$ cat config.mk
export PLATFORM = sky130hd
export DESIGN_NAME = elgamal_encrypt_decrypt
export DESIGN_NICKNAME = d
export VERILOG_FILES = /design/src/design/eg_pkg.sv /design/src/design/eg_datapath.sv /design/src/design/eg_ctrl.sv /design/src/design/elgamal_encrypt_decrypt.sv
export SDC_FILE = /design/constraint.sdc
export NUM_CORES = 1
export LEC_CHECK = 0
export BUFFER_PORTS_ARGS = -buffer_cell sky130_fd_sc_hd__buf_2
export CELL_PAD_IN_SITES_DETAIL_PLACEMENT = 0
export CELL_PAD_IN_SITES_GLOBAL_PLACEMENT = 1
export CORE_MARGIN = 2
export CORE_UTILIZATION = 54
export CTS_BUF_LIST = sky130_fd_sc_hd__clkbuf_8
export CTS_CLUSTER_DIAMETER = 120
export DETAILED_ROUTE_END_ITERATION = 8
export PLACE_DENSITY = 0.95
export SYNTH_ARGS = -nofsm -noshare
export SYNTH_HDL_FRONTEND = slang
export SYNTH_SLANG_ARGS = --single-unit
$ cat constraint.sdc
create_clock -name clk -period 13.4 [get_ports clk]
set_input_delay 0.67 -clock clk [delete_from_list [all_inputs] [get_ports clk]]
set_output_delay 0.67 -clock clk [all_outputs]
set_load 0.005 [all_outputs]
$ cat src/design/eg_pkg.sv
// ----------------------------------------------------------------------------
// eg_pkg: shared types and constants for the modular-exponent encryption block
// Holds the data width, register indexes, payload structs and the
// controller/datapath command and status structs.
// ----------------------------------------------------------------------------
package eg_pkg;

	localparam int WIDTH = 16;
	localparam int CNT_W = $clog2(WIDTH + 1);

	typedef logic [WIDTH-1:0] word_t;

	// Configuration register indexes.
	localparam logic [1:0] REG_MODULUS   = 2'd0;
	localparam logic [1:0] REG_GENERATOR = 2'd1;
	localparam logic [1:0] REG_KEY       = 2'd2;

	localparam word_t RST_MODULUS   = word_t'(65521);
	localparam word_t RST_GENERATOR = word_t'(2);
	localparam word_t RST_KEY       = word_t'(1);

	typedef struct packed {
		word_t message;
		word_t ephemeral_exp;
	} in_item_t;

	typedef struct packed {
		word_t public_key;
		word_t cipher_first;
		word_t cipher_second;
		word_t recovered;
		logic  key_invalid;
	} out_item_t;

	// Datapath operations.
	typedef enum logic [3:0] {
		OP_NONE,
		OP_LOAD,     // latch inputs, start reducing g and m
		OP_RED_G,    // one restoring step of g mod p
		OP_RED_M,    // one restoring step of m mod p
		OP_EXP_INIT, // set r=1, base, exponent from selector
		OP_EXP_MUL,  // start r*base
		OP_EXP_SQR,  // start base*base
		OP_EXP_SAVE, // store r into selected result
		OP_MUL_STEP, // one shift-add step of the modular multiplier
		OP_FIN_MUL,  // start final product (c2 or rec)
		OP_FIN_SAVE, // store final product
		OP_OUT       // copy the finished result into the output register
	} op_t;

	typedef enum logic [1:0] {
		SEL_Y,
		SEL_C1,
		SEL_YB,
		SEL_GAMMA
	} sel_t;

	typedef struct packed {
		op_t  op;
		sel_t sel;
		logic fin_rec; // final multiply targets recovered (else c2)
	} dp_cmd_t;

	typedef struct packed {
		logic mul_done;
		logic exp_done;
		logic exp_bit;
		logic red_done;
		logic invalid;
	} dp_sts_t;

endpackage

$ cat src/design/eg_datapath.sv
// ----------------------------------------------------------------------------
// eg_datapath: registers, modular multiplier and exponent bookkeeping
// Executes one command per cycle from the controller and reports status.
// ----------------------------------------------------------------------------
module eg_datapath import eg_pkg::*; (
	input  logic      clk,
	input  logic      arst_n,
	input  dp_cmd_t   cmd,
	input  in_item_t  in_item,
	input  word_t     modulus,
	input  word_t     generator,
	input  word_t     private_key,
	output dp_sts_t   sts,
	output out_item_t res
);

	word_t              g_q, m_q, b_q;
	word_t              r_q, base_q, e_q;
	word_t              y_q, c1_q, yb_q, gam_q, c2_q, rec_q;
	word_t              mx_q, my_q, acc_q;
	logic [2*WIDTH-1:0] rd_q;   // shifted modulus for reduction
	logic [CNT_W-1:0]   rcnt_q;
	logic [CNT_W-1:0]   mcnt_q;
	logic               inv_q;
	logic               mul_for_r_q;
	logic               mul_base_q;
	out_item_t          out_q;

	// Modular add of two values below p, one extra bit for the carry.
	function automatic word_t add_mod(word_t a, word_t b, word_t p);
		logic [WIDTH:0] s;
		s = {1'b0, a} + {1'b0, b};
		if (s >= {1'b0, p})
			s = s - {1'b0, p};
		return s[WIDTH-1:0];
	endfunction

	logic  invalid;
	word_t pm1;
	assign pm1 = modulus - word_t'(1);
	assign invalid = (modulus < word_t'(3)) || (private_key >= pm1);

	// Operand for the reduction step, from command.
	word_t              rval;
	logic [2*WIDTH-1:0] rval_ext;
	always_comb begin
		if (cmd.op == OP_RED_M)
			rval = m_q;
		else
			rval = g_q;
		rval_ext = {{WIDTH{1'b0}}, rval};
	end

	// Accumulator value after the current multiplier step.
	word_t prod_next;
	assign prod_next = my_q[0] ? add_mod(acc_q, mx_q, modulus) : acc_q;

	// Result fields, zeroed when the key or modulus is unusable.
	out_item_t res_next;
	always_comb begin
		res_next.public_key    = inv_q ? '0 : y_q;
		res_next.cipher_first  = inv_q ? '0 : c1_q;
		res_next.cipher_second = inv_q ? '0 : c2_q;
		res_next.recovered     = inv_q ? '0 : rec_q;
		res_next.key_invalid   = inv_q;
	end

	always_ff @(posedge clk or negedge arst_n) begin
		if (!arst_n) begin
			g_q         <= '0;
			m_q         <= '0;
			b_q         <= '0;
			r_q         <= '0;
			base_q      <= '0;
			e_q         <= '0;
			y_q         <= '0;
			c1_q        <= '0;
			yb_q        <= '0;
			gam_q       <= '0;
			c2_q        <= '0;
			rec_q       <= '0;
			mx_q        <= '0;
			my_q        <= '0;
			acc_q       <= '0;
			rd_q        <= '0;
			rcnt_q      <= '0;
			mcnt_q      <= '0;
			inv_q       <= 1'b0;
			mul_for_r_q <= 1'b0;
			mul_base_q  <= 1'b0;
			out_q       <= '0;
		end else begin
			case (cmd.op)
				OP_LOAD: begin
					g_q    <= generator;
					m_q    <= in_item.message;
					b_q    <= in_item.ephemeral_exp;
					inv_q  <= invalid;
					rd_q   <= {1'b0, modulus, {(WIDTH-1){1'b0}}};
					rcnt_q <= CNT_W'(WIDTH);
				end
				OP_RED_G, OP_RED_M: begin
					// Restoring remainder: subtract p<<k where it fits, then rearm.
					if (rcnt_q != CNT_W'(0)) begin
						if (rval_ext >= rd_q) begin
							if (cmd.op == OP_RED_M)
								m_q <= word_t'(rval_ext - rd_q);
							else
								g_q <= word_t'(rval_ext - rd_q);
						end
						rd_q   <= rd_q >> 1;
						rcnt_q <= rcnt_q - CNT_W'(1);
					end else begin
						rd_q   <= {1'b0, modulus, {(WIDTH-1){1'b0}}};
						rcnt_q <= CNT_W'(WIDTH);
					end
				end
				OP_EXP_INIT: begin
					r_q <= word_t'(1);
					case (cmd.sel)
						SEL_Y:  begin base_q <= g_q;  e_q <= private_key; end
						SEL_C1: begin base_q <= g_q;  e_q <= b_q; end
						SEL_YB: begin base_q <= y_q;  e_q <= b_q; end
						SEL_GAMMA: begin
							base_q <= c1_q;
							e_q    <= pm1 - private_key;
						end
						default: begin base_q <= g_q; e_q <= '0; end
					endcase
				end
				OP_EXP_MUL: begin
					mx_q <= base_q; my_q <= r_q; acc_q <= '0;
					mcnt_q <= CNT_W'(WIDTH);
					mul_for_r_q <= 1'b1;
					mul_base_q  <= 1'b0;
				end
				OP_EXP_SQR: begin
					mx_q <= base_q; my_q <= base_q; acc_q <= '0;
					mcnt_q <= CNT_W'(WIDTH);
					e_q <= e_q >> 1;
					mul_for_r_q <= 1'b0;
					mul_base_q  <= 1'b1;
				end
				OP_FIN_MUL: begin
					mcnt_q <= CNT_W'(WIDTH);
					acc_q  <= '0;
					mul_for_r_q <= 1'b0;
					mul_base_q  <= 1'b0;
					if (cmd.fin_rec) begin mx_q <= gam_q; my_q <= c2_q; end
					else begin mx_q <= m_q; my_q <= yb_q; end
				end
				OP_MUL_STEP: begin
					// The last step also writes the product back to r or base, if it is for one of them.
					if (mcnt_q != CNT_W'(0)) begin
						acc_q  <= prod_next;
						mx_q   <= add_mod(mx_q, mx_q, modulus);
						my_q   <= my_q >> 1;
						mcnt_q <= mcnt_q - CNT_W'(1);
						if (mcnt_q == CNT_W'(1)) begin
							if (mul_for_r_q)
								r_q <= prod_next;
							else if (mul_base_q)
								base_q <= prod_next;
						end
					end
				end
				OP_EXP_SAVE: begin
					case (cmd.sel)
						SEL_Y:   y_q   <= r_q;
						SEL_C1:  c1_q  <= r_q;
						SEL_YB:  yb_q  <= r_q;
						default: gam_q <= r_q;
					endcase
				end
				OP_FIN_SAVE: begin
					if (cmd.fin_rec) rec_q <= acc_q;
					else c2_q <= acc_q;
				end
				OP_OUT: out_q <= res_next;
				default: ;
			endcase
		end
	end

	assign sts.mul_done = (mcnt_q == CNT_W'(0));
	assign sts.exp_done = (e_q == '0);
	assign sts.exp_bit  = e_q[0];
	assign sts.red_done = (rcnt_q == CNT_W'(0));
	assign sts.invalid  = inv_q;

	assign res = out_q;

endmodule

$ cat src/design/eg_ctrl.sv
// ----------------------------------------------------------------------------
// eg_ctrl: sequencer for the four exponentiations and two products
// Issues datapath commands and runs the valid/ready handshakes.
// ----------------------------------------------------------------------------
module eg_ctrl import eg_pkg::*; (
	input  logic    clk,
	input  logic    arst_n,
	input  logic    in_valid,
	output logic    in_ready,
	output logic    out_valid,
	input  logic    out_ready,
	input  dp_sts_t sts,
	output dp_cmd_t cmd
);

	typedef enum logic [3:0] {
		S_IDLE, S_RED_G, S_RED_M, S_INIT, S_CHECK, S_MUL, S_MUL_RUN,
		S_SQR, S_SQR_RUN, S_SAVE, S_FIN, S_FIN_RUN, S_FIN_SAVE, S_OUT
	} state_t;

	state_t state_q;
	sel_t   sel_q;
	logic   fin_q;
	logic   out_valid_q;
	logic   out_free;

	// The output register can take a new result when empty or being read.
	assign out_free  = !out_valid_q || out_ready;
	assign in_ready  = (state_q == S_IDLE);
	assign out_valid = out_valid_q;

	// Command decode from the current state.
	always_comb begin
		cmd.sel     = sel_q;
		cmd.fin_rec = fin_q;
		case (state_q)
			S_IDLE:    cmd.op = in_valid ? OP_LOAD : OP_NONE;
			S_RED_G:   cmd.op = OP_RED_G;
			S_RED_M:   cmd.op = OP_RED_M;
			S_INIT:    cmd.op = OP_EXP_INIT;
			S_MUL:     cmd.op = OP_EXP_MUL;
			S_SQR:     cmd.op = OP_EXP_SQR;
			S_MUL_RUN, S_SQR_RUN, S_FIN_RUN: cmd.op = OP_MUL_STEP;
			S_SAVE:    cmd.op = OP_EXP_SAVE;
			S_FIN:     cmd.op = OP_FIN_MUL;
			S_FIN_SAVE: cmd.op = OP_FIN_SAVE;
			S_OUT:     cmd.op = out_free ? OP_OUT : OP_NONE;
			default:   cmd.op = OP_NONE;
		endcase
	end

	// State register.
	always_ff @(posedge clk or negedge arst_n) begin
		if (!arst_n) begin
			state_q     <= S_IDLE;
			sel_q       <= SEL_Y;
			fin_q       <= 1'b0;
			out_valid_q <= 1'b0;
		end else begin
			out_valid_q <= (state_q == S_OUT && out_free) ? 1'b1
				: (out_valid_q && !out_ready);
			case (state_q)
				S_IDLE: if (in_valid) state_q <= S_RED_G;
				S_RED_G: if (sts.invalid) state_q <= S_OUT;
					else if (sts.red_done) state_q <= S_RED_M;
				S_RED_M: if (sts.red_done) begin
					state_q <= S_INIT;
					sel_q   <= SEL_Y;
				end
				S_INIT: state_q <= S_CHECK;
				S_CHECK: begin
					if (sts.exp_done) state_q <= S_SAVE;
					else if (sts.exp_bit) state_q <= S_MUL;
					else state_q <= S_SQR;
				end
				S_MUL: state_q <= S_MUL_RUN;
				S_MUL_RUN: if (sts.mul_done) state_q <= S_SQR;
				S_SQR: state_q <= S_SQR_RUN;
				S_SQR_RUN: if (sts.mul_done) state_q <= S_CHECK;
				S_SAVE: begin
					case (sel_q)
						SEL_Y:  begin sel_q <= SEL_C1; state_q <= S_INIT; end
						SEL_C1: begin sel_q <= SEL_YB; state_q <= S_INIT; end
						SEL_YB: begin fin_q <= 1'b0; state_q <= S_FIN; end
						default: begin fin_q <= 1'b1; state_q <= S_FIN; end
					endcase
				end
				S_FIN: state_q <= S_FIN_RUN;
				S_FIN_RUN: if (sts.mul_done) state_q <= S_FIN_SAVE;
				S_FIN_SAVE: begin
					if (fin_q) state_q <= S_OUT;
					else begin sel_q <= SEL_GAMMA; state_q <= S_INIT; end
				end
				S_OUT: if (out_free) state_q <= S_IDLE;
				default: state_q <= S_IDLE;
			endcase
		end
	end

	a_capture: assert property (@(posedge clk) disable iff (!arst_n)
		cmd.op == OP_OUT |-> (!out_valid || out_ready))
		else $error("result overwritten");
	a_out_hold: assert property (@(posedge clk) disable iff (!arst_n)
		out_valid && !out_ready |=> out_valid) else $error("result dropped");
	a_start: assert property (@(posedge clk) disable iff (!arst_n)
		in_valid && in_ready |=> state_q == S_RED_G) else $error("item lost");

endmodule

$ cat src/design/elgamal_encrypt_decrypt.sv
// ----------------------------------------------------------------------------
// elgamal_encrypt_decrypt: ElGamal encryption and decryption modulo p
// Top level joining the sequencer, the datapath and the config registers.
// ----------------------------------------------------------------------------
// One item at a time. The item is latched when accepted; g and m are then
// reduced mod p, followed by four square-and-multiply exponentiations and
// two products on a shared bit-serial modular multiplier. An item finishes
// sooner when the exponents have fewer set bits. The finished result goes
// into an output register, and the next item is accepted while it waits; a
// new result waits only if the previous one is still unread. An invalid key
// or modulus gives its all-zero result with key_invalid set, without running
// the exponentiations. Registers must not be written while an item is in
// flight.
module elgamal_encrypt_decrypt import eg_pkg::*; (
	input  logic      clk,
	input  logic      arst_n,
	input  logic      in_valid,
	output logic      in_ready,
	input  in_item_t  in_data,
	output logic      out_valid,
	input  logic      out_ready,
	output out_item_t out_data,
	input  logic      cfg_we,
	input  logic [1:0] cfg_index,
	input  word_t     cfg_wdata
);

	word_t   modulus_q, generator_q, key_q;
	dp_cmd_t cmd;
	dp_sts_t sts;

	// Configuration registers.
	always_ff @(posedge clk or negedge arst_n) begin
		if (!arst_n) begin
			modulus_q   <= RST_MODULUS;
			generator_q <= RST_GENERATOR;
			key_q       <= RST_KEY;
		end else if (cfg_we) begin
			case (cfg_index)
				REG_MODULUS:   modulus_q   <= cfg_wdata;
				REG_GENERATOR: generator_q <= cfg_wdata;
				REG_KEY:       key_q       <= cfg_wdata;
				default: ;
			endcase
		end
	end

	eg_ctrl u_ctrl (
		.clk(clk), .arst_n(arst_n), .in_valid(in_valid), .in_ready(in_ready),
		.out_valid(out_valid), .out_ready(out_ready), .sts(sts), .cmd(cmd)
	);

	eg_datapath u_dp (
		.clk(clk), .arst_n(arst_n), .cmd(cmd), .in_item(in_data),
		.modulus(modulus_q), .generator(generator_q), .private_key(key_q),
		.sts(sts), .res(out_data)
	);

endmodule

# Yosys cells after proc, flatten, opt, wreduce, memory -nomap -nowiden
# Index checks and enable logic that the tools add are counted.
# word_totals
out_inout_bits,67
elab_cells,215
register_bits,406
inputBits,55
# classes
eq_ne,48
addsub,9
n_reduce_logical,51
bitwise,3
muxes,66
magnitude_cmp,5
# ops
op,count
two-way mux 16 bit,26
case mux 16 bit (2 select lines),6
case mux 16 bit (3 select lines),3
case mux 16 bit (4 select lines),1
case mux 32 bit (2 select lines),1
subtractor 16 bit,4
case mux 4 bit (14 select lines),1
two-way mux 4 bit,12
case mux 4 bit (11 select lines),1
== test 4 bit (second input constant),10
adder 16 x 16 -> 17 bit,2
>= comparator 17 x 16 -> 1 bit,2
== test 4 x 3 -> 1 bit (second input constant),8
>= comparator 16 x 32 -> 1 bit,1
two-way mux 31 bit,1
AND reduction 2 bit,13
case mux 5 bit (2 select lines),2
== test 4 x 2 -> 1 bit (second input constant),4
>= comparator 16 bit,1
zero test 16 bit,1
< comparator 16 x 2 -> 1 bit (second input constant),1
inequality test 2 x 1 -> 1 bit (second input constant),8
inequality test 2 bit (second input constant),8
AND reduction 4 bit,4
29 further kinds,61

# Depth between registers and ports, before layout
# depth
ltp_word,11
mapped_depth,18
ltp_nobuf,16

# By module
# Synthesis repeated with hierarchy kept, for this count alone.
# unflattened
hier_cells,2414
hier_area_um2,23336.1
# by_module_without_submodules
mod,instances,area_each_um2,seq_area_each_um2,cells_per_inst
eg_datapath,1,20694.8,8733.4,2218
elgamal_encrypt_decrypt,1,1834.3,1219.9,102
eg_ctrl,1,807.0,200.2,94

# Worst setup path before layout
# OpenSTA, ideal clock, no wires.
# synth_timing
path_kind,register -> register
startpoint,register u_ctrl.state_q[1]
endpoint,register u_dp.m_q[10]
setup_time_ns,0.125
path_slack_ns,9.046
n_path_buf,3
synth_period_minus_slack_ns,4.354
t_required_ns,13.275
stages_incl_launch_ff,17
t_arrival_ns,4.230
cell_sequence,dfrtp_1 clkbuf_1 nand2b_1 nor2_1 clkbuf_1 mux2i_1 ha_1 fa_1 and2b_1 o21ai_0 a21boi_0 o21a_1 a21oi_1 nor4b_2 nor3_2 buf_4 mux2_2
# synth_between
elab_chain_cells,10
elab_cells_between_ends,31
cone_classes,add/sub: 1; order compare: 1; eq/ne: 18; mux: 6; reduce/logical: 5
# synth_rtl
element,line_no,text
start: declaration,eg_ctrl.sv:21,state_t state_q;
start signal: assignment,eg_ctrl.sv:55,state_q <= S_IDLE;
start signal: assignment,eg_ctrl.sv:63,S_IDLE: if (in_valid) state_q <= S_RED_G;
start signal: assignment,eg_ctrl.sv:64,S_RED_G: if (sts.invalid) state_q <= S_OUT;
== test 4 x 3 -> 1 bit / == test 4 bit (equally long branches),eg_ctrl.sv:36,case (state_q)
OR reduction 3 bit,eg_ctrl.sv:36,
case mux 4 bit (11 select lines) (*),eg_ctrl.sv:36,
== test 4 x 2 -> 1 bit,"eg_datapath.sv:47, eg_datapath.sv:93, eg_datapath.sv:106",
two-way mux 16 bit,eg_datapath.sv:47,if (cmd.op == OP_RED_M)
subtractor 16 bit,eg_datapath.sv:107,m_q <= word_t'(rval_ext - rd_q);
two-way mux 16 bit,eg_datapath.sv:106,if (cmd.op == OP_RED_M)
two-way mux 16 bit,eg_datapath.sv:105,if (rval_ext >= rd_q) begin
two-way mux 16 bit,eg_datapath.sv:104,if (rcnt_q != CNT_W'(0)) begin
case mux 16 bit (2 select lines),eg_datapath.sv:93,case (cmd.op)
end signal: assignment,eg_datapath.sv:96,m_q <= in_item.message;
end signal: assignment,eg_datapath.sv:107,
end: declaration,eg_datapath.sv:17,"word_t g_q, m_q, b_q;"
# Every way passes the cells marked *; elsewhere a longest branch is shown, timed or not. The select of a mux whose other input is x is not followed.
# A chain may end at the register's enable or synchronous reset.

# Final worst setup path
# layout_timing
startpoint,register u_dp.acc_q[1]
endpoint,register u_dp.r_q[7]
# layout_between
elab_chain_cells,8
elab_cells_between_ends,9
cone_classes,add/sub: 2; order compare: 1; mux: 6
# layout_rtl
element,line_no,text
start: declaration,eg_datapath.sv:20,"word_t mx_q, my_q, acc_q;"
start signal: assignment,eg_datapath.sv:155,acc_q <= prod_next;
adder 16 x 16 -> 17 bit (*),eg_datapath.sv:32,"s = {1'b0, a} + {1'b0, b};"
subtractor 16 bit / >= comparator 17 x 16 -> 1 bit (equally long branches),"eg_datapath.sv:34, eg_datapath.sv:33",
two-way mux 16 bit (*),eg_datapath.sv:33,"if (s >= {1'b0, p})"
two-way mux 16 bit (*),eg_datapath.sv:56,"assign prod_next = my_q[0] ? add_mod(acc_q, mx_q, modulus) : acc_q;"
two-way mux 16 bit (*),eg_datapath.sv:160,if (mul_for_r_q)
two-way mux 16 bit (*),eg_datapath.sv:159,if (mcnt_q == CNT_W'(1)) begin
two-way mux 16 bit (*),eg_datapath.sv:154,if (mcnt_q != CNT_W'(0)) begin
case mux 16 bit (2 select lines) (*),eg_datapath.sv:93,
end signal: assignment,eg_datapath.sv:119,r_q <= word_t'(1);
end signal: assignment,eg_datapath.sv:161,r_q <= prod_next;
end: declaration,eg_datapath.sv:18,"word_t r_q, base_q, e_q;"
# Marks and branches as above.

==> reports/metrics.csv <==
stage;metric;value;unit
floorplanning;# IOs;122;
sta;setup TNS;0;ps
global_routing;first-pass GRT wire length;108.8;mm
finish;nets;2582;
yosys;sequential share of the synthesized area;44.59;%
cts;number of buffers created by CTS;70;
cts;cts hold-fix bufs;0;
global_routing;antenna violations before repair;5;
cts;Max clock buf depth;3;
setup_path;r2r worst-path depth;15;
sta;Worst slew margin;18.08;%
route;Detail Route Antenna Nets;0;
finish;FILL cells;3450;
finish;layout cells sized above 1;20.51;%
cts;# clock sinks;405;
setup_path;reg2reg end;u_dp.r_q[7];
setup_path;R2R Setup Slk;7830;ps
yosys;count of cell types in the netlist;85;
placement;port bufs;121;
cts;setup bufs post-CTS;0;
floorplanning;Core Region;41760;um^2
placement;hpwl dp;52.64;mm
sta;Fin Hold WS;12.09;ps
cts;CTS tree;built;
floorplanning;Die Wd;209.4;um
run_status;outcome;completed;
cts;Reg clk slew, reported paths;70;ps
finish;max reg flops;65;
route;wire per inst;23.51;um
global_routing;gr usage total;32.56;%
pwr;Worst VDD drop;0.2348;mV
worst_hold_path;Hold Path Class;in2async;
yosys;ys flop type;dfrtp_1;
yosys;Yosys reg bits;405;
floorplanning;site row count;75;
setup_path;worst setup path endpoint;u_dp.r_q[7];
sta;worst slew pin tran;1226;ps
yosys;Post-Syn Area;22770;um^2
floorplanning;Initial Util;54.53;%
pwr;Power Density;286.1;nW/um^2
finish;final design area excluding fillers;25420;um^2
job;max-capacitance violation count;0;
yosys;EDFF count, synth;0;
global_routing;largest net degree at the start of global routing;190;
sta;Max Clk Rate;0.1797;GHz
yosys;ys async rst share;100.0;%
sta;Max Clock Skew;39.43;ps
sta;Final Hold Fails;0;
global_routing;grt ovf;0;
global_routing;vias in the first global route;17970;
yosys;synthesized area per cell;9.782;um^2
pwr;P_leak;11.69;nW
cts;H-tree levels;3;
placement;Area after DPL;23840;um^2
floorplanning;DIE HEIGHT;209.4;um
sta;crit path setup slack, layout;7834;ps
setup_path;Worst Path Arrival;6110;ps
yosys;synthesized instance count;2328;
finish;Reg area;10150;um^2
route;via count;19090;
sta;Slew Limit Fails;0;
route;WL final;71.20;mm
setup_path;Setup crit end kind;register;
setup_path;worst reg2reg path startpoint;u_dp.acc_q[1];
placement;Place WS;7923;ps
cts;post-CTS sizing;0;
cts;clk_lat worst skew;660;ps
setup_path;Max FO, Critical Path;15;
setup_path;Critical Path Source;u_dp.acc_q[1];
sta;unrepaired setup endpoints after global routing;no;
sta;fin crit share;41.54;%
setup_path;CP required;13950;ps
yosys;Post-Syn Nets;2478;
setup_path;CP cell instances;ha_1 -> a211oi_1 -> o21ai_0 -> o31a_1 -> o31a_1 -> o311ai_1 -> ha_1 -> nand4_1 -> nor4_1 -> a2111o_1 -> a211oi_2 -> and3_1 -> o311ai_0 -> o211a_1 -> mux2_2;
setup_path;Critical Path Max Stage Delay;700;ps
route;number of DRC markers in iteration 0;2192;
finish;area of the multi-input gates;11840;um^2
setup_path;Slowest-stage cell, CP;and3_1;
setup_path;crit start category;register;
placement;Placer Congestion;0.9449;
sta;Final setup viols;0;
route;Via density;6.304;
yosys;Syn. warnings;0;
cts;clock root buffer;clkbuf_8;
pwr;total power;7.272;mW
route;First-pass DRT Iterations;7;
sta;Tmin final;5566;ps
setup_path;WS Path Type;reg2reg;
finish;area grow syn2layout;11.62;%
route;Remaining DRCs;0;
floorplanning;die area;43830;um^2
-- power by group --
part           switching [mW]  internal [mW]  total, mW  leakage, nW
clock network           0.541          0.713       1.25        0.882
logic                    2.43           1.54       3.97         5.60
registers               0.443           1.61       2.05         5.20
total                    3.41           3.86       7.27         11.7
-- through the flow --
| step | utilization [%] | cells |
|---|---|---|
| 2_1_floorplan | - | 2328 |
| 3_3_place_gp | 57.09 | 2899 |
| 3_5_place_dp | 57.09 | 2899 |
| 4_1_cts | 60.85 | 3025 |
| 5_1_grt | 60.85 | 3026 |
| 6_report | 60.87 | 3028 |
-- placed cells by master (no fill, tap or decap), types with 25 or more instances in the layout --
cell type | netlist | layout
nand2b_1 | 76 | 76
ha_1 | 90 | 90
dfrtp_1 | 390 | 390
mux2i_1 | 55 | 55
nor2_1 | 122 | 121
mux2_2 | 216 | 216
xnor2_1 | 42 | 42
o21ai_0 | 233 | 232
nand3_1 | 55 | 55
nand2_1 | 282 | 282
clkbuf_8 | 0 | 91
buf_4 | 2 | 25
nor3_1 | 32 | 32
a31oi_1 | 43 | 43
buf_2 | 5 | 120
a21oi_1 | 106 | 106
inv_1 | 92 | 112
-- cells by family after synthesis --
group	count (synthesis)	synth area share, %
compound gates	613	17.10
fa+ha+maj	96	5.429
xor+xnor	60	2.308
flops	405	44.59
mux	271	13.10
simple gates	675	13.88
buf+inv	208	3.593
-- Yosys cell counts, types with 16 or more instances --
master / n / share of area [%]
nor3_1: 32 / 0.70
o21a_1: 16 / 0.53
a31oi_1: 43 / 1.2
nor2_1: 122 / 2.0
a21oi_1: 106 / 2.3
dfrtp_1: 390 / 43
a222oi_1: 16 / 0.70
nand2_1: 282 / 4.6
mux2_2: 216 / 11
a21o_1: 24 / 0.79
nand2b_1: 76 / 2.1
ha_1: 90 / 4.9
xor2_1: 18 / 0.69
inv_1: 92 / 1.5
o211ai_1: 23 / 0.76
xnor2_1: 42 / 1.6
nor2b_1: 21 / 0.58
o21ai_0: 233 / 5.1
mux2i_1: 55 / 2.4
clkbuf_1: 99 / 1.6
nand4_1: 22 / 0.60
nand3_1: 55 / 1.2
-- critical path, delay by kind of cell, from the launching register on --
kind / cells / cell delay [ps]
compound gates: 9 / 3060
simple gates: 3 / 880
fa+ha+maj: 2 / 760
flops: 1 / 470
mux: 1 / 270
-- worst min path at each step --
stage                          end  slack, ps    startpoint  cells after the start
finish                u_dp.b_q[10]         10        arst_n                      1
global route          u_dp.b_q[10]         50        arst_n                      1
CTS                   u_dp.b_q[10]         40        arst_n                      1
detailed placement     u_dp.res[8]        460   u_dp.res[8]                      2
global placement      u_dp.res[60]        460  u_dp.res[60]                      2
floorplan           generator_q[0]        370        arst_n                      0
-- cell type report --
class	count	share of cell area (%)
multi-input combinational	1715	46.58
sequential	405	39.95
clock buffer	91	4.928
timing repair buffer	147	3.239
tap	539	2.653
inverter	93	1.373
clock inverter	35	1.250
antenna	3	0.02954
-- layer usage --
layer / track usage, % / vias up / share of wire, %
li1: - / 8629 / -
met1: 46.48 / 9335 / 44
met2: 49.01 / 969 / 44
met3: 6.210 / 150 / 8.9
met4: 13.28 / 4 / 3.8
met5: 0 / - / 0.042
Power figures use the tool's default switching activity.
